$ cat src/rtl/caf_pkg.sv
package caf_pkg;

  localparam int CORDIC_STEPS_DEF = 16;
  localparam int ANGLE_FRAC_DEF   = 16;
  localparam int TBL_LEN          = 24;
  localparam int ANG_W            = 26;
  localparam int IN_W             = 176;
  localparam int OUT_W            = 80;
  localparam int PC_W             = 6;

  localparam logic [16:0] GYRO_WEIGHT_RST = 17'd62915;
  localparam logic [23:0] YAW_SNAP_RST    = 24'd11468800;

  localparam logic [1:0] REG_GYRO_WEIGHT = 2'd0;
  localparam logic [1:0] REG_YAW_SNAP    = 2'd1;

  typedef struct packed {
    logic [15:0] accel_x;
    logic [15:0] accel_y;
    logic [15:0] accel_z;
    logic [19:0] rate_x;
    logic [19:0] rate_y;
    logic [19:0] rate_z;
    logic [15:0] field_x;
    logic [15:0] field_y;
    logic [15:0] field_z;
    logic [15:0] step_time;
  } in_item_t;

  typedef struct packed {
    logic [25:0] roll_deg;
    logic [25:0] pitch_deg;
    logic [25:0] yaw_deg;
  } out_item_t;

  typedef struct packed {
    logic        wen;
    logic [1:0]  index;
    logic [23:0] data;
  } cfg_wr_t;

  typedef enum logic [3:0] {
    M_AXAX, M_AYAY, M_AZAZ, M_GXDT, M_GYDT, M_GZDT, M_WG, M_WANG,
    M_SPSR, M_SPCR, M_MZSR, M_MYCR, M_MXCP, M_MYP1, M_MZP2
  } mul_sel_t;

  typedef enum logic [2:0] {
    ACC_HOLD, ACC_LOAD, ACC_ADD, ACC_SUB, ACC_RND
  } acc_op_t;

  typedef enum logic [2:0] {
    U_NONE, U_SQRT, U_VEC_ROLL, U_VEC_PITCH, U_VEC_HEAD, U_ROT_ROLL, U_ROT_PITCH
  } unit_t;

  typedef enum logic [3:0] {
    D_NONE, D_ANG, D_GROLL, D_GPITCH, D_GYAW, D_ROLL, D_PITCH, D_YAW,
    D_SCR, D_SCP, D_P1, D_P2, D_NUM, D_DEN
  } dest_t;

  typedef struct packed {
    logic     mul_en;
    mul_sel_t mul;
    acc_op_t  acc;
    unit_t    unit;
    dest_t    dest;
    logic     last;
  } uop_t;

  typedef struct packed {
    logic load_in;
    logic issue;
    logic publish;
    uop_t op;
  } dp_cmd_t;

  typedef struct packed {
    logic unit_done;
  } dp_stat_t;

  typedef struct packed {
    logic        start;
    logic        rotate;
    logic [48:0] y;
    logic [48:0] x;
    logic [25:0] ang;
  } cordic_cmd_t;

  typedef struct packed {
    logic        done;
    logic [31:0] ang;
    logic [31:0] s;
    logic [31:0] c;
  } cordic_res_t;

  // atan(2^-i) in degrees, 20 fraction bits
  function automatic logic [31:0] atan_q20(input logic [4:0] idx);
    logic [31:0] v;
    unique case (idx)
      5'd0:  v = 32'd47185920;
      5'd1:  v = 32'd27855475;
      5'd2:  v = 32'd14718068;
      5'd3:  v = 32'd7471121;
      5'd4:  v = 32'd3750058;
      5'd5:  v = 32'd1876857;
      5'd6:  v = 32'd938658;
      5'd7:  v = 32'd469357;
      5'd8:  v = 32'd234682;
      5'd9:  v = 32'd117342;
      5'd10: v = 32'd58671;
      5'd11: v = 32'd29335;
      5'd12: v = 32'd14668;
      5'd13: v = 32'd7334;
      5'd14: v = 32'd3667;
      5'd15: v = 32'd1833;
      5'd16: v = 32'd917;
      5'd17: v = 32'd458;
      5'd18: v = 32'd229;
      5'd19: v = 32'd115;
      5'd20: v = 32'd57;
      5'd21: v = 32'd29;
      5'd22: v = 32'd14;
      5'd23: v = 32'd7;
      default: v = 32'd0;
    endcase
    return v;
  endfunction

  function automatic logic [25:0] sat26(input logic signed [67:0] v);
    logic [25:0] r;
    if (v > 68'sd33554431) begin
      r = 26'h1FFFFFF;
    end else if (v < -68'sd33554432) begin
      r = 26'h2000000;
    end else begin
      r = v[25:0];
    end
    return r;
  endfunction

  function automatic uop_t mk(input logic me, input mul_sel_t m, input acc_op_t a,
                              input unit_t u, input dest_t d, input logic l);
    uop_t o;
    o.mul_en = me;
    o.mul    = m;
    o.acc    = a;
    o.unit   = u;
    o.dest   = d;
    o.last   = l;
    return o;
  endfunction

  // microprogram: a product lands in p one op after it is selected
  function automatic uop_t prog(input logic [PC_W-1:0] pc);
    uop_t o;
    unique case (pc)
      6'd0:  o = mk(1'b1, M_AXAX, ACC_HOLD, U_NONE,      D_NONE,   1'b0);
      6'd1:  o = mk(1'b1, M_AZAZ, ACC_LOAD, U_NONE,      D_NONE,   1'b0);
      6'd2:  o = mk(1'b0, M_AXAX, ACC_ADD,  U_NONE,      D_NONE,   1'b0);
      6'd3:  o = mk(1'b0, M_AXAX, ACC_HOLD, U_SQRT,      D_NONE,   1'b0);
      6'd4:  o = mk(1'b0, M_AXAX, ACC_HOLD, U_VEC_ROLL,  D_NONE,   1'b0);
      6'd5:  o = mk(1'b1, M_GXDT, ACC_HOLD, U_NONE,      D_ANG,    1'b0);
      6'd6:  o = mk(1'b0, M_AXAX, ACC_RND,  U_NONE,      D_GROLL,  1'b0);
      6'd7:  o = mk(1'b1, M_WG,   ACC_HOLD, U_NONE,      D_NONE,   1'b0);
      6'd8:  o = mk(1'b1, M_WANG, ACC_ADD,  U_NONE,      D_NONE,   1'b0);
      6'd9:  o = mk(1'b0, M_AXAX, ACC_ADD,  U_NONE,      D_NONE,   1'b0);
      6'd10: o = mk(1'b0, M_AXAX, ACC_HOLD, U_NONE,      D_ROLL,   1'b0);
      6'd11: o = mk(1'b1, M_AYAY, ACC_HOLD, U_NONE,      D_NONE,   1'b0);
      6'd12: o = mk(1'b1, M_AZAZ, ACC_LOAD, U_NONE,      D_NONE,   1'b0);
      6'd13: o = mk(1'b0, M_AXAX, ACC_ADD,  U_NONE,      D_NONE,   1'b0);
      6'd14: o = mk(1'b0, M_AXAX, ACC_HOLD, U_SQRT,      D_NONE,   1'b0);
      6'd15: o = mk(1'b0, M_AXAX, ACC_HOLD, U_VEC_PITCH, D_NONE,   1'b0);
      6'd16: o = mk(1'b1, M_GYDT, ACC_HOLD, U_NONE,      D_ANG,    1'b0);
      6'd17: o = mk(1'b0, M_AXAX, ACC_RND,  U_NONE,      D_GPITCH, 1'b0);
      6'd18: o = mk(1'b1, M_WG,   ACC_HOLD, U_NONE,      D_NONE,   1'b0);
      6'd19: o = mk(1'b1, M_WANG, ACC_ADD,  U_NONE,      D_NONE,   1'b0);
      6'd20: o = mk(1'b0, M_AXAX, ACC_ADD,  U_NONE,      D_NONE,   1'b0);
      6'd21: o = mk(1'b0, M_AXAX, ACC_HOLD, U_NONE,      D_PITCH,  1'b0);
      6'd22: o = mk(1'b0, M_AXAX, ACC_HOLD, U_ROT_ROLL,  D_NONE,   1'b0);
      6'd23: o = mk(1'b0, M_AXAX, ACC_HOLD, U_NONE,      D_SCR,    1'b0);
      6'd24: o = mk(1'b0, M_AXAX, ACC_HOLD, U_ROT_PITCH, D_NONE,   1'b0);
      6'd25: o = mk(1'b0, M_AXAX, ACC_HOLD, U_NONE,      D_SCP,    1'b0);
      6'd26: o = mk(1'b1, M_SPSR, ACC_HOLD, U_NONE,      D_NONE,   1'b0);
      6'd27: o = mk(1'b1, M_SPCR, ACC_HOLD, U_NONE,      D_P1,     1'b0);
      6'd28: o = mk(1'b1, M_MZSR, ACC_HOLD, U_NONE,      D_P2,     1'b0);
      6'd29: o = mk(1'b1, M_MYCR, ACC_LOAD, U_NONE,      D_NONE,   1'b0);
      6'd30: o = mk(1'b0, M_AXAX, ACC_SUB,  U_NONE,      D_NONE,   1'b0);
      6'd31: o = mk(1'b1, M_MXCP, ACC_HOLD, U_NONE,      D_NUM,    1'b0);
      6'd32: o = mk(1'b1, M_MYP1, ACC_LOAD, U_NONE,      D_NONE,   1'b0);
      6'd33: o = mk(1'b1, M_MZP2, ACC_ADD,  U_NONE,      D_NONE,   1'b0);
      6'd34: o = mk(1'b0, M_AXAX, ACC_ADD,  U_NONE,      D_NONE,   1'b0);
      6'd35: o = mk(1'b0, M_AXAX, ACC_HOLD, U_NONE,      D_DEN,    1'b0);
      6'd36: o = mk(1'b0, M_AXAX, ACC_HOLD, U_VEC_HEAD,  D_NONE,   1'b0);
      6'd37: o = mk(1'b1, M_GZDT, ACC_HOLD, U_NONE,      D_ANG,    1'b0);
      6'd38: o = mk(1'b0, M_AXAX, ACC_RND,  U_NONE,      D_GYAW,   1'b0);
      6'd39: o = mk(1'b1, M_WG,   ACC_HOLD, U_NONE,      D_NONE,   1'b0);
      6'd40: o = mk(1'b1, M_WANG, ACC_ADD,  U_NONE,      D_NONE,   1'b0);
      6'd41: o = mk(1'b0, M_AXAX, ACC_ADD,  U_NONE,      D_NONE,   1'b0);
      6'd42: o = mk(1'b0, M_AXAX, ACC_HOLD, U_NONE,      D_YAW,    1'b0);
      default: o = mk(1'b0, M_AXAX, ACC_HOLD, U_NONE,    D_NONE,   1'b1);
    endcase
    return o;
  endfunction

endpackage

$ cat src/rtl/caf_ctrl.sv
module caf_ctrl (
  input  logic              clk,
  input  logic              rst,
  input  logic              in_valid,
  output logic              in_ready,
  output logic              out_valid,
  input  logic              out_ready,
  input  caf_pkg::dp_stat_t stat,
  output caf_pkg::dp_cmd_t  cmd
);

  typedef enum logic [2:0] {
    S_IDLE = 3'b001,
    S_RUN  = 3'b010,
    S_WAIT = 3'b100
  } ctrl_state_t;

  localparam logic [caf_pkg::PC_W-1:0] PC_STEP = {{(caf_pkg::PC_W-1){1'b0}}, 1'b1};

  ctrl_state_t state;
  logic [caf_pkg::PC_W-1:0] pc;
  caf_pkg::uop_t op;
  logic can_pub;

  assign op       = caf_pkg::prog(pc);
  assign in_ready = (state == S_IDLE);
  assign can_pub  = !out_valid || out_ready;

  always_comb begin
    cmd.op      = op;
    cmd.load_in = in_valid && in_ready;
    cmd.issue   = (state == S_RUN) && !op.last;
    cmd.publish = (state == S_RUN) && op.last && can_pub;
  end

  always_ff @(posedge clk) begin
    if (rst) begin
      state     <= S_IDLE;
      pc        <= '0;
      out_valid <= 1'b0;
    end else begin
      if (cmd.publish) begin
        out_valid <= 1'b1;
      end else if (out_valid && out_ready) begin
        out_valid <= 1'b0;
      end
      unique case (state)
        S_IDLE: begin
          if (in_valid) begin
            pc    <= '0;
            state <= S_RUN;
          end
        end
        S_RUN: begin
          if (op.last) begin
            if (can_pub) begin
              state <= S_IDLE;
            end
          end else if (op.unit != caf_pkg::U_NONE) begin
            state <= S_WAIT;
          end else begin
            pc <= pc + PC_STEP;
          end
        end
        S_WAIT: begin
          if (stat.unit_done) begin
            pc    <= pc + PC_STEP;
            state <= S_RUN;
          end
        end
        default: state <= S_IDLE;
      endcase
    end
  end

endmodule

$ cat config.mk
export PLATFORM = sky130hd
export DESIGN_NAME = caf_ctrl
export DESIGN_NICKNAME = d
export VERILOG_FILES = /design/src/rtl/caf_pkg.sv /design/src/rtl/caf_ctrl.sv
export SDC_FILE = /design/constraint.sdc
export NUM_CORES = 1
export LEC_CHECK = 0
export ABC_AREA = 1
export BUFFER_PORTS_ARGS = -buffer_cell sky130_fd_sc_hd__buf_2
export CELL_PAD_IN_SITES_DETAIL_PLACEMENT = 0
export CELL_PAD_IN_SITES_GLOBAL_PLACEMENT = 1
export CORE_MARGIN = 2
export CORE_UTILIZATION = 35
export DETAILED_ROUTE_END_ITERATION = 10
export PLACE_DENSITY = 0.78
export SETUP_SLACK_MARGIN = 0.1
export SLEW_MARGIN = 40
export SYNTH_ARGS = -nofsm -noshare
export SYNTH_HDL_FRONTEND = slang
export SYNTH_SLANG_ARGS = --single-unit
export TNS_END_PERCENT = 50
$ cat constraint.sdc
create_clock -name clk -period 2.4 [get_ports clk]
set_input_delay 0.48 -clock clk [delete_from_list [all_inputs] [get_ports clk]]
set_output_delay 0.48 -clock clk [all_outputs]
set_load 0.005 [all_outputs]
Word level (Yosys, flattened, before mapping)
Memory sizes are Yosys's and may differ from the RTL's. A register that Yosys moved wholly into a read port is not among the register bits.
Cells that the tools add are included.
{ "totals": {"regBits": 10, "latchBits": 0, "ram_bits": 0, "romBits": 1024, "input_bits": 5, "wordCells": 42, "mem_count": 1} }
{ "memory_table": {"columns": ["name", "words", "width", "read_ports", "rd_ports_with_merged_regs", "wr", "line", "rtl"], "rows": [
  ["(name not given)", 64, 16, 1, 1, 0, "caf_pkg.sv:155", "unique case (pc)"]
]} }
{ "classes": {"add_sub_neg": 1, "n_mul": 0, "div_mod_pow": 0, "magnitude_cmp": 0, "eq_ne": 9, "n_shift": 0, "n_mux": 15, "n_bitwise": 0, "reduce_logical": 13} }
{ "ops": {"columns": ["cell", "n"], "rows": [
  ["6-bit 2-to-1 mux", 6],
  ["6-bit case mux with 3 select lines", 1],
  ["3-bit 2-to-1 mux", 5],
  ["3-bit case mux with 3 select lines", 1],
  ["2-bit != test, second input constant", 4],
  ["6-bit by 1-bit adder with 6-bit output, second input constant", 1],
  ["3-bit nonzero test", 2],
  ["1-bit logical AND", 5],
  ["5-bit AND reduction", 1],
  ["4-bit AND reduction", 1],
  ["3-bit by 1-bit equality test with 1-bit output, second input constant", 1],
  ["3-bit by 2-bit equality test with 1-bit output, second input constant", 1],
  ["3-bit equality test, second input constant", 1],
  ["3-bit by 2-bit != test with 1-bit output, second input constant", 1],
  ["3-bit != test, second input constant", 1],
  ["1-bit zero test", 2],
  ["1-bit 2-to-1 mux", 2],
  ["2-bit nonzero test", 1],
  ["1-bit logical OR", 1]
]} }

Longest topological paths before layout
Gate-level depths: netlist of the first run.
{ "logic_depth": {"word_depth": 6, "ltp_mapped": 18, "depth_no_buf": 18} }

Least setup slack after synthesis of the first run
No wires, ideal clock.
{ "synth_timing": {"path_kind": "reg2reg", "from": "register state[2]", "to": "register op[1] (netlist name)", "arrival_time_ns": 1.991, "t_required_ns": 2.344, "path_slack_ns": 0.353, "path_stages_with_launch": 17, "period_less_slack_ns": 2.047, "path_cell_list": "dfxtp_1 -> inv_2 -> nand3_2 -> nand3_1 -> nand3_4 -> o21ai_0 -> nand2_1 -> inv_1 -> ha_1 -> nand3_1 -> nand2_1 -> nand2_1 -> nand2_1 -> nand2_1 -> nand2_1 -> nand2_1 -> inv_1"} }
{ "synth_between": {"elab_chain_len": 5} }
{ "synth_lines": {"columns": ["item", "line", "rtl"], "rows": [
  ["start: declaration", "caf_ctrl.sv:20", "ctrl_state_t state;"],
  ["start signal: assignment", "caf_ctrl.sv:38", "state <= S_IDLE;"],
  ["start signal: assignment", "caf_ctrl.sv:51", "state <= S_RUN;"],
  ["start signal: assignment", "caf_ctrl.sv:57", "state <= S_IDLE;"],
  ["3-bit by 2-bit equality test with 1-bit output (tied with other cells)", "caf_ctrl.sv:47", "unique case (state)"],
  ["2-bit != test (no source line) or 3-bit nonzero test (tied branches)", null, null],
  ["5-bit AND reduction (no source line)", null, null],
  ["6-bit 2-to-1 mux (no source line) (*) (2 in a row)", null, null]
]} }
Every way passes the cells marked *; elsewhere a longest branch is shown, timed or not.
A chain may end at the register's enable or synchronous reset.

Worst setup path in the final report of the first run
{ "layout_timing": {"from": "register op[6] (netlist name)", "to": "register op[1] (netlist name)"} }
{ "layout_between": {"elab_chain_len": 5} }
{ "layout_lines": {"columns": ["item", "line", "rtl"], "rows": [
  ["3-bit nonzero test", "caf_ctrl.sv:59", "end else if (op.unit != caf_pkg::U_NONE) begin"],
  ["2-bit != test (no source line)", null, null],
  ["5-bit AND reduction (no source line)", null, null],
  ["6-bit 2-to-1 mux (no source line) (2 in a row)", null, null]
]} }
No other way between the ends.

==> results.md, run 1 <==
- Synth Area in Compound Gates: 10.8%
- Sum Neg Setup Slack: 0 ns
- N_diodes: 0
- Final Cell Area: 2170 um2
- Register bit count reported by yosys: 26
- CTS root buf: clkbuf_8
- Mapped Nets: 281
- Area contributors post-synth: dfxtp_1 29%, nand2_1 17%, nand3_1 9.5%
- Register area share after synthesis: 29.1%
- Vias: 1,805
- Starting Density: 35.7%
- Slowest CP cell: dfxtp_1
- Most area-hungry cell type in the Yosys netlist: dfxtp_1
- Top Ports: 26
- CP Data Arrival Time: 2.34 ns
- Commonest non-fill, non-tap cell in the layout: nand2_1
- Die X: 75.5 um
- Setup CP Type: flip-flop to flip-flop
- Slew margin rel.: 74.2%
- Multi-input logic area: 1140 um2
- Layout filler cell count: 558
- GR Overflow Total: 0
- Final setup fails: 0
- H-tree Lvls: 1
- Final min period: 2.11 ns
- P&R area growth vs syn: 21.6%
- Worst Hold Class: input port to flip-flop
- Clock Skew: 0.00569 ns
- Synth async-reset ratio: 0%
- Site Rows: 26
- Core area: 5010 um2
- Synth Warn #: 0
- Maximum number of pins on one net before global-route repair: 22
- CTS tree: done
- Synth unique cells: 30
- First-pass GRT wire length: 7620 um
- Worst-margin pin slew: 0.387 ns
- Largest family of logic cells by synthesized area: simple AND/OR/NAND/NOR gates
- Simple-gate share of the synthesized area: 42.8%
- Iter 0 DRT Violations: 118
- Crit end category: flip-flop
- Post-synth top flop: dfxtp_1
- Share of cells above drive strength 1: 28.0%
- Post-synth EDFFs: 0
- Crit-path cells: nor2_1 > nand2_1 > o21ai_2 > nand3_4 > o211ai_4 > buf_4 > ha_2 > nand3_2 > nand2_1 > nand2_1 > nand2_1 > nand2_1 > nand2_1 > nand2_1 > inv_1
- Fmax: 473 MHz
- Max-capacitance violation count: 0
- First-pass iteration count of the detailed router: 4
- Max incr delay on CP: 0.32 ns
- Die area: 5700 um2
- Synthesized area: 1790 um2
- XOR/XNOR Fraction of Synth Area: 0.980%
- RSZ-0062 raised after global routing: true
- Clock Path Buffers: 2
- Port Buffers: 25
- Status: finished clean
- Overall Global Routing Usage: 17.2%
- Vias in the first global route: 1,626
- Post-synth top area share: 29.1%
- Commonest non-fill, non-tap cells in the layout: 79 x nand2_1, 30 x nand3_1, 28 x inv_1
- Peak VDD IR: 0.298 mV
- Antenna violations before repair: 0
- Critical path peak fanout: 8
- Synth Area in Adders: 5.60%
- Final hold viol count: 0
- GP Congestion: 0.871
- Total power: 0.00219 W
- Final max-slew violation count: 0
- Dpl cells: 365
- Reg2reg path depth: 15
- Mux contribution to synthesized area: 0%
- Worst skew pair latency: 0.28 ns
- Non-filler instance count after layout: 374
- CP startpoint kind: flip-flop
- Power Density: 1010 nW/um2
- Clock slew at reported path FFs: 0.09 ns
- Most frequent CP cell: nand2_1
- Final wirelength: 4680 um
- # DRC: 0
- CP required: 2.63 ns
- Clock sink total: 26
- Register area: 524 um2
- Mapped Avg Cell Area: 6.67 um2
- Worst hold stages: 2
- Post-DR wirelength/cell: 12.5 um
- Nets: 318
- Final HPWL DP: 3460 um
- Final ANT Viol Nets: 0
- Height of the die: 75.5 um
- Dpl cell area: 2010 um2
- TritonCTS buffer count: 3
- P_leak: 1.12 nW
- Cell count after synthesis: 268
- Vias/cell: 4.83
- Final worst-path cycle share: 88.0%
[final cells by class]
class | instances | area share (%)
inverter | 38 | 6.79
clock buffer | 4 | 2.53
multi-input combinational | 199 | 52.4
sequential | 26 | 24.1
tap | 70 | 4.03
timing repair buffer | 37 | 10.1
[state kept, by name (all words and copies together) (netlist names)]
register and flops:
op 16, out_valid 1, pc 6, state 3
[power breakdown]
group          total, W  internal, W  switching, W
Sequential     0.000607     0.000542     0.0000648
Clock          0.000292     0.000147      0.000144
Combinational   0.00129     0.000466      0.000821
Total           0.00219      0.00116       0.00103
[critical path, delay by kind of cell, from the launching register on]
kind	cells	cell delay (ns)
AOI/OAI and AO/OA	2	0.50
adders and majority gates	1	0.18
buffers and inverters	2	0.20
DFF	1	0.32
and+or+nand+nor	10	0.85
[logic make-up (layout without fill, tap and decap cells)]
kind of cell | after synthesis | count (layout)
adder cells (fa/ha/maj) | 8 | 8
buffers and inverters | 43 | 79
XOR/XNOR | 2 | 2
AO/OA/AOI/OAI | 34 | 34
AND/OR/NAND/NOR | 155 | 155
flip-flops | 26 | 26
[final timing paths]
| path | to | startpoint | slack [ns] |
|---|---|---|---|
| max | op[1]$_DFF_P_ | op[6]$_SDFF_PP0_ | 0.29 |
| min | state[2]$_SDFFE_PP0P_ | rst | 0.42 |
| max reg2reg | op[1]$_DFF_P_ | op[6]$_SDFF_PP0_ | 0.29 |
| min reg2reg | out_valid$_SDFFE_PP0P_ | out_valid$_SDFFE_PP0P_ | 0.56 |
[cell usage after synthesis (2+ instances only)]
master   number
o21ai_0      13
nand3_1      34
dfxtp_1      26
ha_1          8
nand4_1       5
nand2_1      80
inv_2         7
a21oi_1      10
buf_6         2
nand3_2       5
nand2_2       5
nand3_4       4
nor2_1       18
o21ai_1       4
xor2_1        2
buf_4         2
inv_1        30
[routing by layer]
metal  vias to the layer above  GRT usage [%]  wire, um
li1                        940              -         -
met1                       808           24.0      2310
met2                        50           27.8      2130
met3                         7           1.72       173
met4                         0           5.85        66
met5                         -              0         0
[per-stage QoR]
stage / worst slack, ns / hold slack [ns] / utilization (%)
2_1_floorplan: 0.353 / 0.530 / -
3_3_place_gp: 0.0682 / 0.547 / 40.1
3_5_place_dp: 0.00408 / 0.544 / 40.1
4_1_cts: 0.114 / 0.414 / 41.2
5_1_grt: 0.0434 / 0.413 / 43.4
6_report: 0.288 / 0.418 / 43.4
[what timing repair did]
item / 4_1_cts / 5_1_grt
gates resized for setup: 1 / 21
pin swaps: 0 / 3
hold buffers: 0 / 0
endpoints found under the setup margin: 8 / 14
endpoints found under the hold margin: 0 / 0
buffers inserted: 0 / 5
No activity file was read; power rests on OpenSTA's default activity.
==> run 2: changes to the inputs <==
- CAP_MARGIN: not set -> 10
- CORE_UTILIZATION: 35 -> 40
- PLACE_DENSITY: 0.78 -> 0.87
==> results.md, run 2 (synthesized netlist as in run 1, its figures left out) <==
- Status: finished clean (unchanged)
- Fmax: 468 MHz (was 473 MHz)
- GP Congestion: 0.913 (was 0.871)
- Met2 WL: 2190 um (was 2130 um)
- Vias/cell: 5.27 (was 4.83)
- N_diodes: 0 (unchanged)
- First-pass GRT wire length: 7570 um (was 7620 um)
- Crit Reg-Reg Endpoint: op[3]$_DFF_P_ (was op[1]$_DFF_P_)
- Clock Path Buffers: 2 (unchanged)
- Final worst-path cycle share: 89.1% (was 88.0%)
- Worst hold stages: 2 (unchanged)
- Share of cells above drive strength 1: 27.9% (was 28.0%)
- Hold WS: 0.423 ns (was 0.418 ns)
- Final min period: 2.14 ns (was 2.11 ns)
- Worst setup margin: 0.263 ns (was 0.288 ns)
- Clock sink total: 26 (unchanged)
- Final wirelength: 4690 um (was 4680 um)
- Worst skew pair latency: 0.28 ns (about the same)
- Worst Hold Class: input port to flip-flop (unchanged)
- RSZ-0062 raised after global routing: false (was true)
- Hold endpoint: state[2]$_SDFFE_PP0P_ (unchanged)
- Power Density: 1050 nW/um2 (was 1010 nW/um2)
- CP Data Arrival Time: 2.33 ns (was 2.34 ns)
- Layout filler cell count: 459 (was 558)
- CTS root buf: clkbuf_8 (unchanged)
- Top Ports: 26 (unchanged)
- Clock Skew: 0.00393 ns (was 0.00569 ns)
- Reg2reg path depth: 12 (was 15)
- Slew margin rel.: 73.6% (was 74.2%)
- Flop2flop setup slack: 0.26 ns (was 0.29 ns)
- Peak VDD IR: 0.321 mV (was 0.298 mV)
- Setup CP Type: flip-flop to flip-flop (unchanged)
- HP Start: rst (unchanged)
- Number of flip-flops under the largest register name: 16 (unchanged)
- Height of the die: 70.9 um (was 75.5 um)
- # DRC: 0 (unchanged)
- Port Buffers: 25 (unchanged)
- Commonest non-fill, non-tap cells in the layout: 77 x nand2_1, 30 x nand3_1, 28 x inv_1 (was 79 x nand2_1, 30 x nand3_1, 28 x inv_1)
- CTS tree: done (unchanged)
- CP startpoint kind: flip-flop (unchanged)
- CP required: 2.59 ns (was 2.63 ns)
- Final HPWL DP: 3360 um (was 3460 um)
- Final max-slew violation count: 0 (unchanged)
- Core area: 4320 um2 (was 5010 um2)
- Reg-to-reg startpoint: op[5]$_SDFF_PP0_ (was op[6]$_SDFF_PP0_)
- Final hold viol count: 0 (unchanged)
- Commonest non-fill, non-tap cell in the layout: nand2_1 (unchanged)
- Die area: 5020 um2 (was 5700 um2)
- P&R area growth vs syn: 20.4% (was 21.6%)
- DP Worst Slack: 0.0249 ns (was 0.00408 ns)
- Sum Neg Setup Slack: 0 ns (unchanged)
- GR Overflow Total: 0 (unchanged)
- H-tree Lvls: 1 (unchanged)
- Post-DR wirelength/cell: 13.4 um (was 12.5 um)
- Nets: 312 (was 318)
- Vias in the first global route: 1,609 (was 1,626)
- First-pass iteration count of the detailed router: 4 (unchanged)
- Final setup fails: 0 (unchanged)
- Overall Global Routing Usage: 18.7% (was 17.2%)
- Critical path peak fanout: 6 (was 8)
- TritonCTS buffer count: 3 (unchanged)
- Die X: 70.9 um (was 75.5 um)
- Iter 0 DRT Violations: 131 (was 118)
- Final ANT Viol Nets: 0 (unchanged)
- Total power: 0.00226 W (was 0.00219 W)
- Crit end category: flip-flop (unchanged)
- Worst-margin pin slew: 0.396 ns (was 0.387 ns)
- Max-capacitance violation count: 0 (unchanged)
- Vias: 1,846 (was 1,805)
- Site Rows: 24 (was 26)
- DR top layer: met4 (unchanged)
- P_leak: 1.11 nW (was 1.12 nW)
- WL met1: 2120 um (was 2310 um)
- Antenna violations before repair: 0 (unchanged)
- Clock slew at reported path FFs: 0.09 ns (about the same)
- Starting Density: 41.3% (was 35.7%)
- Met3 WL: 320 um (was 173 um)
- Maximum number of pins on one net before global-route repair: 22 (unchanged)
==> run 2: cell count changes in the layout (fill, tap and decap cells not counted), sizes merged <==
cell    previous run  this run
bufinv             0         1
buf               37        31
clkbuf             4         3
==> run 2: repair_timing <==
| item | in CTS | in global routing |
|---|---|---|
| pin swaps | 1 | 6 |
| cloned | 0 | 0 |
| resized for setup | 1 | 28 |
| buffers inserted | 0 | 1 |
| endpoints found under the setup margin | 6 | 16 |
| hold buffers | 0 | 0 |
==> run 2: cell type report <==
class                           count  area, um2  area share [%]
Timing Repair Buffer               31        174            8.08
Multi-Input combinational cell    199       1170            54.3
Tap cell                           52       65.1            3.02
Clock buffer                        3       41.3            1.92
Clock inverter                      1       30.0            1.39
Inverter                           38        150            6.97
Sequential cell                    26        523            24.3
==> run 2: worst max-delay path, cell delays in order (launching register included) <==
cell      delay, ns
dfxtp_1        0.34
nor2_2         0.08
nand2_1        0.09
o21ai_2        0.23
nand3_4        0.16
o211ai_4       0.35
inv_2          0.10
ha_2           0.21
nand3_2        0.14
nand2_1        0.07
nand3_1        0.06
nand2_1        0.05
a21o_1         0.15
==> run 2: report_power, final <==
part           switching [W]  total, W  internal [W]  leakage, nW
combinational       0.000835   0.00128      0.000446        0.860
clock               0.000149  0.000373      0.000224       0.0357
sequential         0.0000626  0.000603      0.000541        0.213
==> run 2: worst max path at each step <==
stage,start,end,slack (ns),cells after the start
floorplan,state[2]$_SDFFE_PP0P_,op[1]$_DFF_P_,0.35,16
global placement,stat,op[1]$_DFF_P_,0.06,16
detailed placement,stat,op[1]$_DFF_P_,0.02,16
CTS,state[2]$_SDFFE_PP0P_,op[7]$_DFF_P_,0.09,11
global route,op[5]$_SDFF_PP0_,op[1]$_DFF_P_,0.07,15
finish,op[5]$_SDFF_PP0_,op[3]$_DFF_P_,0.26,12
==> run 2: metal layers <==
metal	up-vias	global-route usage, %
met5	-	0
met4	0	6.50
met3	5	2.99
met2	70	28.2
met1	847	27.0
li1	924	-
==> run 2: stage by stage <==
step                std cells  util (%)  cell area, um2
floorplan                 268         -            1790
global placement          345      45.6            1970
detailed placement        345      45.6            1970
CTS                       349      47.3            2040
global route              350      49.8            2150
finish                    350      49.8            2150
